===== config.mk =====
export PLATFORM = sky130hd
export DESIGN_NAME = two_blob_nearest_tracker
export DESIGN_NICKNAME = d
export VERILOG_FILES = /design/src/tbnt_pkg.sv /design/src/two_blob_nearest_tracker.sv
export SDC_FILE = /design/constraint.sdc
export NUM_CORES = 2
export LEC_CHECK = 0
export BUFFER_PORTS_ARGS = -buffer_cell sky130_fd_sc_hd__buf_2
export CAP_MARGIN = 20
export CORE_MARGIN = 2
export CORE_UTILIZATION = 50
export DETAILED_ROUTE_END_ITERATION = 10
export PLACE_DENSITY_LB_ADDON = 0.12
export SYNTH_ARGS = -nofsm -noshare
export SYNTH_HDL_FRONTEND = slang
export SYNTH_SLANG_ARGS = --single-unit

===== constraint.sdc =====
create_clock -name i_clk -period 21 [get_ports i_clk]
set_input_delay 4.2 -clock i_clk [delete_from_list [all_inputs] [get_ports i_clk]]
set_output_delay 4.2 -clock i_clk [all_outputs]
set_load 0.02 [all_outputs]

===== src/tbnt_pkg.sv =====
// Package for the two-blob nearest tracker.
// Holds the payload structs, the register index codes and the reset values.
// It has no dependencies.
package tbnt_pkg;

    localparam int unsigned FIELD_WIDTH     = 9;
    localparam int unsigned CFG_IDX_WIDTH   = 2;
    localparam int unsigned CFG_DATA_WIDTH  = 8;
    localparam int unsigned RADIUS_SQ_WIDTH = 2 * CFG_DATA_WIDTH;

    localparam logic [CFG_IDX_WIDTH-1:0] REG_MATCH_RADIUS   = 2'd0;
    localparam logic [CFG_IDX_WIDTH-1:0] REG_OVERLAP_RADIUS = 2'd1;

    // squared reset radii: 30 * 30 and 8 * 8
    localparam logic [RADIUS_SQ_WIDTH-1:0] MATCH_SQ_RESET   = 16'd900;
    localparam logic [RADIUS_SQ_WIDTH-1:0] OVERLAP_SQ_RESET = 16'd64;

    typedef struct packed {
        logic [FIELD_WIDTH-1:0] point_x;
        logic [FIELD_WIDTH-1:0] point_y;
        logic                   last_in_frame;
        logic                   empty_frame;
    } t_in_item;

    typedef struct packed {
        logic [FIELD_WIDTH-1:0] beacon_x;
        logic [FIELD_WIDTH-1:0] beacon_y;
        logic [FIELD_WIDTH-1:0] car_x;
        logic [FIELD_WIDTH-1:0] car_y;
        logic                   tracking;
    } t_out_item;

endpackage


===== src/two_blob_nearest_tracker.sv =====
// Two-blob nearest tracker: beacon and car tracking over streamed blob centres.
// Depends on tbnt_pkg for payload structs, register codes and reset values.
//
//  channel | direction | handshake               | payload
//  --------+-----------+-------------------------+-------------------------------
//  in      | input     | i_in_valid / o_in_ready | i_in_data  (t_in_item)
//  out     | output    | o_out_valid/ i_out_ready| o_out_data (t_out_item)
//  cfg     | input     | i_cfg_valid/ o_cfg_ready| i_cfg_index, i_cfg_data
//
// One point per cycle. Distance squares, running minimum and the end-of-frame
// update all settle in the cycle of the request; the frame result lands in a
// two-entry output queue the next cycle.
// Reset (synchronous, active low) clears tracking state and empties the queue.
// Input is held off only while both queue entries wait; cfg is always ready.
module two_blob_nearest_tracker
    import tbnt_pkg::*;
#(
    parameter int unsigned COORD_WIDTH = 9
) (
    input  logic                      i_clk,
    input  logic                      i_rst_n,
    input  logic                      i_in_valid,
    output logic                      o_in_ready,
    input  t_in_item                  i_in_data,
    output logic                      o_out_valid,
    input  logic                      i_out_ready,
    output t_out_item                 o_out_data,
    input  logic                      i_cfg_valid,
    output logic                      o_cfg_ready,
    input  logic [CFG_IDX_WIDTH-1:0]  i_cfg_index,
    input  logic [CFG_DATA_WIDTH-1:0] i_cfg_data
);

    localparam int unsigned PW  = COORD_WIDTH;
    localparam int unsigned PPW = 2 * PW;
    localparam int unsigned DW  = 2 * PW + 1;
    localparam int unsigned CW  = (DW > RADIUS_SQ_WIDTH) ? DW : RADIUS_SQ_WIDTH;

    function automatic logic [DW-1:0] sq_dist(input logic [PPW-1:0] a,
                                               input logic [PPW-1:0] b);
        logic [PW-1:0]  ax, ay, bx, by, dx, dy;
        logic [PPW-1:0] sx, sy;
        ax = a[PPW-1:PW];
        ay = a[PW-1:0];
        bx = b[PPW-1:PW];
        by = b[PW-1:0];
        dx = (ax > bx) ? ax - bx : bx - ax;
        dy = (ay > by) ? ay - by : by - ay;
        sx = PPW'(dx) * PPW'(dx);
        sy = PPW'(dy) * PPW'(dy);
        return DW'(sx) + DW'(sy);
    endfunction

    // config (squared radii)
    logic [RADIUS_SQ_WIDTH-1:0] r_match_sq, r_overlap_sq;

    // tracking state
    logic           r_tracking, r_prev_two;
    logic [PPW-1:0] r_beacon, r_car;
    logic [1:0]     r_seen;

    // per-frame state
    logic [PPW-1:0] r_p1, r_p2, r_bbest_p, r_cbest_p;
    logic [DW-1:0]  r_d1, r_d2, r_c1, r_c2;
    logic [CW-1:0]  r_bbest_d, r_cbest_d;
    logic           r_bfound, r_cfound;

    // output queue
    t_out_item      r_slot0, r_slot1;
    logic [1:0]     r_ocnt;

    logic           in_acc, is_point, ends_frame, push, pop;
    logic [PPW-1:0] pt;
    logic [DW-1:0]  dist_b, dist_c, dist_bc;
    logic [CW-1:0]  cur_bbest_d, cur_cbest_d, match_cw;
    logic           cur_bfound, cur_cfound, take_b, take_c, overlap;

    logic [1:0]     e_seen;
    logic [PPW-1:0] e_p1, e_p2, e_bbest_p, e_cbest_p;
    logic [DW-1:0]  e_d1, e_d2, e_c1, e_c2;
    logic [CW-1:0]  e_bbest_d, e_cbest_d;
    logic           e_bfound, e_cfound;

    logic [PPW-1:0] n_beacon, n_car;
    logic           n_tracking, n_prev_two;
    t_out_item      res;

    assign o_cfg_ready = 1'b1;
    assign o_in_ready  = (r_ocnt != 2'd2);
    assign o_out_valid = (r_ocnt != 2'd0);
    assign o_out_data  = r_slot0;

    assign in_acc     = i_in_valid && o_in_ready;
    assign is_point   = !i_in_data.empty_frame;
    assign ends_frame = i_in_data.empty_frame || i_in_data.last_in_frame;
    assign push       = in_acc && ends_frame;
    assign pop        = o_out_valid && i_out_ready;

    assign pt       = {PW'(i_in_data.point_x), PW'(i_in_data.point_y)};
    assign dist_b   = sq_dist(r_beacon, pt);
    assign dist_c   = sq_dist(r_car, pt);
    assign dist_bc  = sq_dist(r_beacon, r_car);
    assign match_cw = CW'(r_match_sq);
    assign overlap  = CW'(dist_bc) < CW'(r_overlap_sq);

    // first point of a frame reloads the running minimum from the current radius
    assign cur_bbest_d = (r_seen == 2'd0) ? match_cw : r_bbest_d;
    assign cur_cbest_d = (r_seen == 2'd0) ? match_cw : r_cbest_d;
    assign cur_bfound  = (r_seen != 2'd0) && r_bfound;
    assign cur_cfound  = (r_seen != 2'd0) && r_cfound;
    assign take_b      = is_point && (CW'(dist_b) < cur_bbest_d);
    assign take_c      = is_point && (CW'(dist_c) < cur_cbest_d);

    // frame state including the current request
    always_comb begin
        e_seen    = r_seen;
        e_p1      = r_p1;
        e_p2      = r_p2;
        e_d1      = r_d1;
        e_d2      = r_d2;
        e_c1      = r_c1;
        e_c2      = r_c2;
        e_bbest_d = take_b ? CW'(dist_b) : cur_bbest_d;
        e_cbest_d = take_c ? CW'(dist_c) : cur_cbest_d;
        e_bbest_p = take_b ? pt : r_bbest_p;
        e_cbest_p = take_c ? pt : r_cbest_p;
        e_bfound  = cur_bfound || take_b;
        e_cfound  = cur_cfound || take_c;
        if (is_point) begin
            if (r_seen == 2'd0) begin
                e_p1 = pt;
                e_d1 = dist_b;
                e_c1 = dist_c;
            end else if (r_seen == 2'd1) begin
                e_p2 = pt;
                e_d2 = dist_b;
                e_c2 = dist_c;
            end
            if (r_seen != 2'd3) begin
                e_seen = r_seen + 2'd1;
            end
        end
    end

    // end-of-frame update
    always_comb begin
        n_beacon   = r_beacon;
        n_car      = r_car;
        n_tracking = r_tracking;
        n_prev_two = r_prev_two;
        if (ends_frame) begin
            if (!r_tracking) begin
                if (e_seen == 2'd1) begin
                    n_beacon   = e_p1;
                    n_tracking = 1'b1;
                    n_prev_two = 1'b0;
                end
            end else begin
                if (e_seen == 2'd1) begin
                    if (!overlap) begin
                        n_beacon = e_p1;
                    end
                end else if (!r_prev_two && e_seen == 2'd2) begin
                    if (!overlap) begin
                        if (e_d1 > e_d2) begin
                            if (CW'(e_d2) < match_cw) begin
                                n_beacon = e_p2;
                                n_car    = e_p1;
                            end
                        end else if (CW'(e_d1) < match_cw) begin
                            n_beacon = e_p1;
                            n_car    = e_p2;
                        end
                    end else if (e_c1 > e_c2) begin
                        n_car    = e_p2;
                        n_beacon = e_p1;
                    end else begin
                        n_beacon = e_p2;
                        n_car    = e_p1;
                    end
                end else if (!r_prev_two && e_seen == 2'd3) begin
                    if (!overlap && e_bfound) begin
                        n_beacon = e_bbest_p;
                    end
                end else if (r_prev_two && e_seen != 2'd0) begin
                    if (e_bfound) begin
                        n_beacon = e_bbest_p;
                    end
                    if (e_cfound) begin
                        n_car = e_cbest_p;
                    end
                end
                n_prev_two = (e_seen >= 2'd2);
            end
        end
    end

    always_comb begin
        res.beacon_x = FIELD_WIDTH'(n_beacon[PPW-1:PW]);
        res.beacon_y = FIELD_WIDTH'(n_beacon[PW-1:0]);
        res.car_x    = FIELD_WIDTH'(n_car[PPW-1:PW]);
        res.car_y    = FIELD_WIDTH'(n_car[PW-1:0]);
        res.tracking = n_tracking;
    end

    // control state
    always_ff @(posedge i_clk) begin
        if (!i_rst_n) begin
            r_match_sq   <= MATCH_SQ_RESET;
            r_overlap_sq <= OVERLAP_SQ_RESET;
            r_tracking   <= 1'b0;
            r_prev_two   <= 1'b0;
            r_beacon     <= '0;
            r_car        <= '0;
            r_seen       <= 2'd0;
            r_bfound     <= 1'b0;
            r_cfound     <= 1'b0;
            r_ocnt       <= 2'd0;
        end else begin
            if (i_cfg_valid) begin
                if (i_cfg_index == REG_MATCH_RADIUS) begin
                    r_match_sq <= RADIUS_SQ_WIDTH'(i_cfg_data) *
                                  RADIUS_SQ_WIDTH'(i_cfg_data);
                end else if (i_cfg_index == REG_OVERLAP_RADIUS) begin
                    r_overlap_sq <= RADIUS_SQ_WIDTH'(i_cfg_data) *
                                    RADIUS_SQ_WIDTH'(i_cfg_data);
                end
            end
            if (in_acc) begin
                r_tracking <= n_tracking;
                r_prev_two <= n_prev_two;
                r_beacon   <= n_beacon;
                r_car      <= n_car;
                r_seen     <= ends_frame ? 2'd0 : e_seen;
                r_bfound   <= e_bfound;
                r_cfound   <= e_cfound;
            end
            r_ocnt <= r_ocnt + {1'b0, push} - {1'b0, pop};
        end
    end

    // frame payload and output queue entries
    always_ff @(posedge i_clk) begin
        if (in_acc) begin
            r_p1      <= e_p1;
            r_p2      <= e_p2;
            r_d1      <= e_d1;
            r_d2      <= e_d2;
            r_c1      <= e_c1;
            r_c2      <= e_c2;
            r_bbest_d <= e_bbest_d;
            r_cbest_d <= e_cbest_d;
            r_bbest_p <= e_bbest_p;
            r_cbest_p <= e_cbest_p;
        end
        if (pop) begin
            r_slot0 <= r_slot1;
            if (push && r_ocnt == 2'd1) begin
                r_slot0 <= res;
            end
            if (push && r_ocnt == 2'd2) begin
                r_slot1 <= res;
            end
        end else if (push) begin
            if (r_ocnt == 2'd0) begin
                r_slot0 <= res;
            end else begin
                r_slot1 <= res;
            end
        end
    end

`ifndef SYNTHESIS
    a_ocnt_range: assert property (@(posedge i_clk) disable iff (!i_rst_n)
        r_ocnt != 2'd3)
        else $error("output queue count out of range");

    a_result_follows: assert property (@(posedge i_clk) disable iff (!i_rst_n)
        push |=> o_out_valid)
        else $error("frame end did not present a result");

    a_frame_restart: assert property (@(posedge i_clk) disable iff (!i_rst_n)
        push |=> (r_seen == 2'd0))
        else $error("point count not cleared at frame end");

    a_tracking_holds: assert property (@(posedge i_clk) disable iff (!i_rst_n)
        r_tracking |=> r_tracking)
        else $error("tracking dropped");

    a_prev_two_needs_tracking: assert property (@(posedge i_clk)
        disable iff (!i_rst_n)
        r_prev_two |-> r_tracking)
        else $error("two-blob history without tracking");
`endif

endmodule

======== After elaboration in Yosys (flattened, before gate mapping) ========
Cells that the tools add are included.
cells by class
  reductions and logical operators ........ 33
  mux-type cells .......................... 70
  order comparisons ....................... 14
  bitwise logic cells ..................... 1
  multipliers ............................. 7
  equality and inequality tests ........... 11
  add/subtract/negate cells ............... 18
operators with widths
  cell                                                              number
  18-bit two-way mux                                                34
  37-bit two-way mux                                                8
  19-bit two-way mux                                                14
  9-bit by 9-bit multiplier with 18-bit output                      6
  9-bit subtractor                                                  12
  18-bit by 18-bit adder with 19-bit output                         3
  19-bit by 16-bit < comparator with 1-bit output                   3
  9-bit greater-than comparator                                     6
  9-bit two-way mux                                                 6
  19-bit greater-than comparator                                    2
  19-bit < comparator                                               2
  8-bit by 8-bit multiplier with 16-bit output                      1
  1-bit logical AND                                                 13
  2-bit nonzero test                                                6
  3-bit AND reduction                                               3
  2-bit by 1-bit == test with 1-bit output (second input constant)  4
  2-bit == test (second input constant)                             3
  2-bit logical NOT                                                 3
  2-bit two-way mux                                                 3
  2-bit != test (second input constant)                             3
  1-bit two-way mux                                                 5
  2-bit AND reduction                                               2
  1-bit logical NOT                                                 3
  1-bit logical OR                                                  3
  other kinds (6)                                                   6
word-level totals
  output and inout port bits .............. 40
  logic and storage cells ................. 184
  bits of input ports ..................... 35
  register bits ........................... 336

======== Depth between registers and ports, before layout ========
  word-level depth ........................ 18
  gate-level depth with buffers ........... 52
  depth with buffers taken out ............ 49

======== Worst setup path before layout ========
No wires, ideal clock.
  path kind ............................... input-to-reg
  start point ............................. input i_in_data[15] in the netlist's numbering
  end point ............................... register r_beacon[6]
  path slack .............................. 5.576 ns
  buffers on the path ..................... 6
  setup time .............................. 0.406 ns
  required time ........................... 20.594 ns
  data arrival time ....................... 15.017 ns
  stages on the path ...................... 47
  cells stage by stage .................... inv_1 ha_1 clkbuf_1 a21o_1 a21oi_1 nor2_1 o31a_1 o21a_1 o22ai_1 clkbuf_1 mux2i_1 o2bb2ai_1 a211oi_1 o21ai_0 a21oi_1 xor2_1 nor2_1 fa_1 [... 11 more ...] a211o_1 a2111o_1 a21oi_1 xor2_1 o21ai_0 ha_1 o211ai_1 a2111o_1 or3b_1 clkbuf_1 and3_1 buf_2 buf_2 clkbuf_1 o32ai_1 a21oi_1 o21ai_1 a31oi_1
on the way
  elaborated cells on any way between the ends .. 44
  those cells by class .................... add/sub: 6; mul: 2; order compare: 7; mux: 26; reduce/logical: 3
RTL lines
  item                                                               line                             source
  start: declaration                                                 two_blob_nearest_tracker.sv:24   input t_in_item i_in_data,
  9-bit subtractor or 9-bit greater-than comparator (tied branches)  two_blob_nearest_tracker.sv:47   dx = (ax > bx) ? ax - bx : bx - ax;
  9-bit two-way mux *                                                two_blob_nearest_tracker.sv:47
  9-bit by 9-bit multiplier with 18-bit output *                     two_blob_nearest_tracker.sv:49   sx = PPW'(dx) * PPW'(dx);
  18-bit by 18-bit adder with 19-bit output *                        two_blob_nearest_tracker.sv:51   return DW'(sx) + DW'(sy);
  19-bit two-way mux *                                               two_blob_nearest_tracker.sv:130  if (r_seen == 2'd0) begin
  19-bit two-way mux *                                               two_blob_nearest_tracker.sv:129  if (is_point) begin
  named net e_d1[17]                                                 two_blob_nearest_tracker.sv:80   logic [DW-1:0] e_d1, e_d2, e_c1, e_c2;
  19-bit by 16-bit < comparator with 1-bit output                    two_blob_nearest_tracker.sv:170  end else if (CW'(e_d1) < match_cw) begin
  18-bit two-way mux                                                 two_blob_nearest_tracker.sv:170
  18-bit two-way mux *                                               two_blob_nearest_tracker.sv:165  if (e_d1 > e_d2) begin
  18-bit two-way mux *                                               two_blob_nearest_tracker.sv:164  if (!overlap) begin
  18-bit two-way mux *                                               two_blob_nearest_tracker.sv:163  end else if (!r_prev_two && e_seen == 2'd2) begin
  18-bit two-way mux *                                               two_blob_nearest_tracker.sv:159  if (e_seen == 2'd1) begin
  18-bit two-way mux *                                               two_blob_nearest_tracker.sv:152  if (!r_tracking) begin
  18-bit two-way mux *                                               two_blob_nearest_tracker.sv:151  if (ends_frame) begin
  end signal: assignment                                             two_blob_nearest_tracker.sv:232  r_beacon <= n_beacon;
  end: declaration                                                   two_blob_nearest_tracker.sv:59   logic [PPW-1:0] r_beacon, r_car;
Mark *: on every way through the listed nets, which the timed path passes. The rest lies on a longest branch.
A chain may end at the register's enable or synchronous reset.

======== Worst setup path after layout ========
  start point ............................. input i_in_data[12] in the netlist's numbering
  end point ............................... register r_slot0 (netlist bit o_out_data[36]) (data pin)
on the way
  word-level cells in the longest chain between the ends .. 18
  elaborated cells on any way between the ends .. 48
  those cells by class .................... add/sub: 6; mul: 2; order compare: 7; mux: 30; reduce/logical: 3
ends and longest elaborated chain
  item                                                               line                             source
  9-bit subtractor or 9-bit greater-than comparator (tied branches)  two_blob_nearest_tracker.sv:47
  9-bit two-way mux *                                                two_blob_nearest_tracker.sv:47
  9-bit by 9-bit multiplier with 18-bit output *                     two_blob_nearest_tracker.sv:49
  18-bit by 18-bit adder with 19-bit output *                        two_blob_nearest_tracker.sv:51
  19-bit two-way mux *                                               two_blob_nearest_tracker.sv:134  end else if (r_seen == 2'd1) begin
  19-bit two-way mux *                                               two_blob_nearest_tracker.sv:130
  19-bit two-way mux *                                               two_blob_nearest_tracker.sv:129
  named net e_d2[15]                                                 two_blob_nearest_tracker.sv:80
  [... 3 more ...]                                                   --
  18-bit two-way mux *                                               two_blob_nearest_tracker.sv:164
  18-bit two-way mux *                                               two_blob_nearest_tracker.sv:163
  18-bit two-way mux *                                               two_blob_nearest_tracker.sv:159
  18-bit two-way mux *                                               two_blob_nearest_tracker.sv:152
  18-bit two-way mux *                                               two_blob_nearest_tracker.sv:151
  37-bit two-way mux                                                 two_blob_nearest_tracker.sv:265  if (r_ocnt == 2'd0) begin
  37-bit two-way mux                                                 two_blob_nearest_tracker.sv:264  end else if (push) begin
  37-bit two-way mux *                                               two_blob_nearest_tracker.sv:256  if (pop) begin
  end signal: assignment                                             two_blob_nearest_tracker.sv:257  r_slot0 <= r_slot1;
  end signal: assignment                                             two_blob_nearest_tracker.sv:259  r_slot0 <= res;
  end signal: assignment                                             two_blob_nearest_tracker.sv:266  r_slot0 <= res;
  end: declaration                                                   two_blob_nearest_tracker.sv:69   t_out_item r_slot0, r_slot1;
Mark *: on every way through the listed nets, which the timed path passes. The rest lies on a longest branch. The select of a mux whose other input is x is not followed.

==> flow_metrics.py <==
metrics = {
    "floorplanning": {
        "io_pins": 75,
        "core_area_mm2": 0.07608,
        "die-area_mm2": 0.07923,
        "initial_core_util": 0.5060,
        "chipWidth_um": 281.5,
        "row_count": 101,
        "die_h_um": 281.5,
    },
    "clocking": {
        "cts_buffers": 41,
        "insertion_delay_ns": 0.59,
        "cts_tree": "yes",
        "clockBufferDepth": 3,
        "cts_num_sinks": 334,
        "clkTransAtPathRegs_ns": 0.06,
        "root_buffer": "clkbuf_16",
        "cts_hold_buf": 0,
        "htreeDepth": 2,
        "cts_resized": 0,
        "cts_setup_buffers": 0,
    },
    "synthesis": {
        "ys_seq_area_frac": 0.2413,
        "synth-seq-cells": 334,
        "yosys_warnings": 0,
        "mappedNetlistArea_mm2": 0.03850,
        "synth_area_per_cell_um2": 8.903,
        "syn_nets": 5114,
        "yosysUniqueCellTypes": 83,
        "synth_enable_flop_cells": 260,
        "syn_inst": 4324,
        "synthArstFlopShare": 0,
        "yosys_most_used_dff": "edfxtp_1",
    },
    "grt": {
        "grt_pass1_vias": 30950,
        "grt_pass1_wl_um": 179800,
        "antenna_found_initial": 5,
        "grt_util_all_layers": 0.2946,
        "grt_max_degree": 110,
        "overflow": 0,
    },
    "timing": {
        "slew_headroom": 0.1843,
        "report.final.slew_viol_count": 0,
        "period_minus_slack_ns": 16.97,
        "rsz0062_at_grt": "false",
        "holdWs_ns": 0.4555,
        "setup_viol": 0,
        "skew_ns": 0.02358,
        "max_clock_freq_ghz": 0.05894,
        "finalHoldViolations": 0,
        "tns_ns": 0,
        "tightest_slew_ns": 1.220,
        "period_share": 0.8079,
    },
    "route": {
        "vias": 31370,
        "routedWlPerCell_um": 21.46,
        "via_per_inst": 5.814,
        "ant_nets": 0,
        "totalWireLength_um": 115800,
        "drc": 0,
        "first_iter_violations": 2912,
        "firstDrtPassIters": 10,
    },
    "cells_and_area": {
        "drive_gt1_frac": 0.08158,
        "layout_common_cells": "inv_1, ha_1, nor2_1, nand2_1, a21oi_1",
        "mostFrequentLayoutCell": "inv_1",
        "area_growth_pct": 7.794,
        "fin_nets": 5122,
    },
    "critical_path": {
        "critPathMaxStageDelay_ns": 0.84,
        "startpoint_type": "primary input",
        "path_buf_inv": 8,
        "critPathTopFamily": "compound AO/OA/AOI/OAI gates",
        "crit_slowest_cell": "and3_1",
        "cp_data_required_time_ns": 21.44,
        "criticalPathCategory": "primary input to register",
        "cp_max_fo": 20,
        "r2r_setup_slack_ns": 6.39,
        "critical_path_arrival_ns": 17.41,
        "crit_path_end_kind": "register",
    },
    "status": {
        "status": "finished, final reports clean",
    },
    "place": {
        "portBuffers": 73,
        "dp_hpwl_um": 88260,
        "gp_congestion": 0.9534,
    },
    "min_path": {
        "hold_path_class": "register to register",
    },
    "job": {
        "maxCapViolations": 0,
    },
}
-- worst register-to-register path, delay by kind of cell, from the launching register on --
kind / cells / cell delay (ns)
xor+xnor: 2 / 0.90
flops: 1 / 0.31
simple gates: 6 / 1.32
fa+ha+maj: 9 / 4.10
compound gates: 23 / 6.64
mux: 1 / 0.27
buf+inv: 5 / 0.89
-- logic make-up (layout without fill, tap and decap cells) --
kind of cell             Yosys count  count (layout)  synth area share
AO/OA/AOI/OAI                   1049            1049            0.1728
XOR/XNOR                         128             128           0.02912
adder cells (fa/ha/maj)          755             755            0.3099
buffers and inverters            890             930           0.08720
flip-flops                       334             334            0.2413
multiplexers                     155             155           0.04268
other                              1               3        0.00009741
AND/OR/NAND/NOR                 1012            1012            0.1169
-- sequential cells by signal (all words and copies together) (netlist names) --
| name | cells |
|---|---|
| r_bbest_p | 18 |
| r_cbest_d | 19 |
| r_p1 | 18 |
| r_beacon | 18 |
| r_c1 | 19 |
| r_tracking | 1 |
| r_c2 | 19 |
| r_bfound | 1 |
| r_bbest_d | 19 |
| r_match_sq | 15 |
| r_slot1 | 37 |
| r_car | 18 |
| r_d1 | 19 |
| r_overlap_sq | 15 |
| r_seen | 2 |
| r_cbest_p | 18 |
| r_cfound | 1 |
| r_p2 | 18 |
| r_ocnt | 2 |
| o_out_data | 37 |
| r_prev_two | 1 |
| r_d2 | 19 |
-- worst paths after layout --
check	from	endpoint	cells past startpoint
max	i_in_data[12]	o_out_data[36]$_DFFE_PP_	47
min	r_match_sq[3]$_SDFFE_PN0P_	r_match_sq[3]$_SDFFE_PN0P_	2
max reg2reg	r_beacon[10]$_SDFFE_PN0P_	o_out_data[19]$_DFFE_PP_	46
min reg2reg	r_match_sq[3]$_SDFFE_PN0P_	r_match_sq[3]$_SDFFE_PN0P_	2
-- through the flow --
| stage | area, µm² | instances | util | setup WS (ns) |
|---|---|---|---|---|
| floorplan | 38500 | 4324 | - | 5.576 |
| CTS | 41470 | 5392 | 0.5451 | 3.843 |
| detailed placement | 40080 | 5317 | 0.5269 | 3.304 |
| global placement | 40070 | 5316 | 0.5267 | 3.480 |
| global route | 41500 | 5396 | 0.5455 | 3.351 |
| finish | 41500 | 5396 | 0.5455 | 4.034 |
-- synth_stat cells, types with 14 or more instances --
| master | number | area share |
|---|---|---|
| a221oi_1 | 20 | 0.0046 |
| nor2b_1 | 31 | 0.0050 |
| nor2_1 | 366 | 0.036 |
| edfxtp_1 | 260 | 0.20 |
| nand2_1 | 348 | 0.034 |
| dfxtp_1 | 74 | 0.038 |
| o21a_1 | 24 | 0.0047 |
| nand2b_1 | 27 | 0.0044 |
| o21bai_1 | 16 | 0.0031 |
| and2_1 | 33 | 0.0054 |
| xnor2_1 | 79 | 0.018 |
| nand4_1 | 23 | 0.0037 |
| xor2_1 | 49 | 0.011 |
| mux2i_1 | 82 | 0.021 |
| a222oi_1 | 17 | 0.0044 |
| a211oi_1 | 44 | 0.0086 |
| clkbuf_1 | 148 | 0.014 |
| or2_2 | 46 | 0.0075 |
| o211a_1 | 21 | 0.0055 |
| a21oi_1 | 334 | 0.043 |
| a2111oi_0 | 26 | 0.0059 |
| inv_1 | 722 | 0.070 |
| o22ai_1 | 20 | 0.0033 |
| o211ai_1 | 19 | 0.0037 |
| nor3_1 | 51 | 0.0066 |
| a31oi_1 | 24 | 0.0039 |
| o32ai_1 | 16 | 0.0036 |
| o21ai_1 | 25 | 0.0033 |
| o21ai_0 | 245 | 0.032 |
| ha_1 | 424 | 0.14 |
| nand3_1 | 30 | 0.0039 |
| mux2_2 | 73 | 0.021 |
| a22oi_1 | 25 | 0.0049 |
| a21o_1 | 68 | 0.013 |
| a311oi_1 | 14 | 0.0032 |
| fa_1 | 331 | 0.17 |
-- final cells by class --
cell class	count	area (µm²)
repair buffers	133	827.0
clock inverters	23	247.7
clock buffers	52	1139
flip-flops and latches	334	9289
inverters	722	2718
fillers	7078	34580
multi-input cells	3100	25980
diodes	2	5.005
well taps	1030	1289
-- metal layers --
layer | share of wire | wire [µm] | track usage
met4 | 0.028 | 3297 | 0.08715
met5 | 0.00022 | 25 | 0
met1 | 0.43 | 49640 | 0.4000
met3 | 0.093 | 10800 | 0.06994
met2 | 0.45 | 52050 | 0.4679
Power is not shown: default switching activity piles up to over one toggle a cycle in this logic, so the estimate is an artifact.
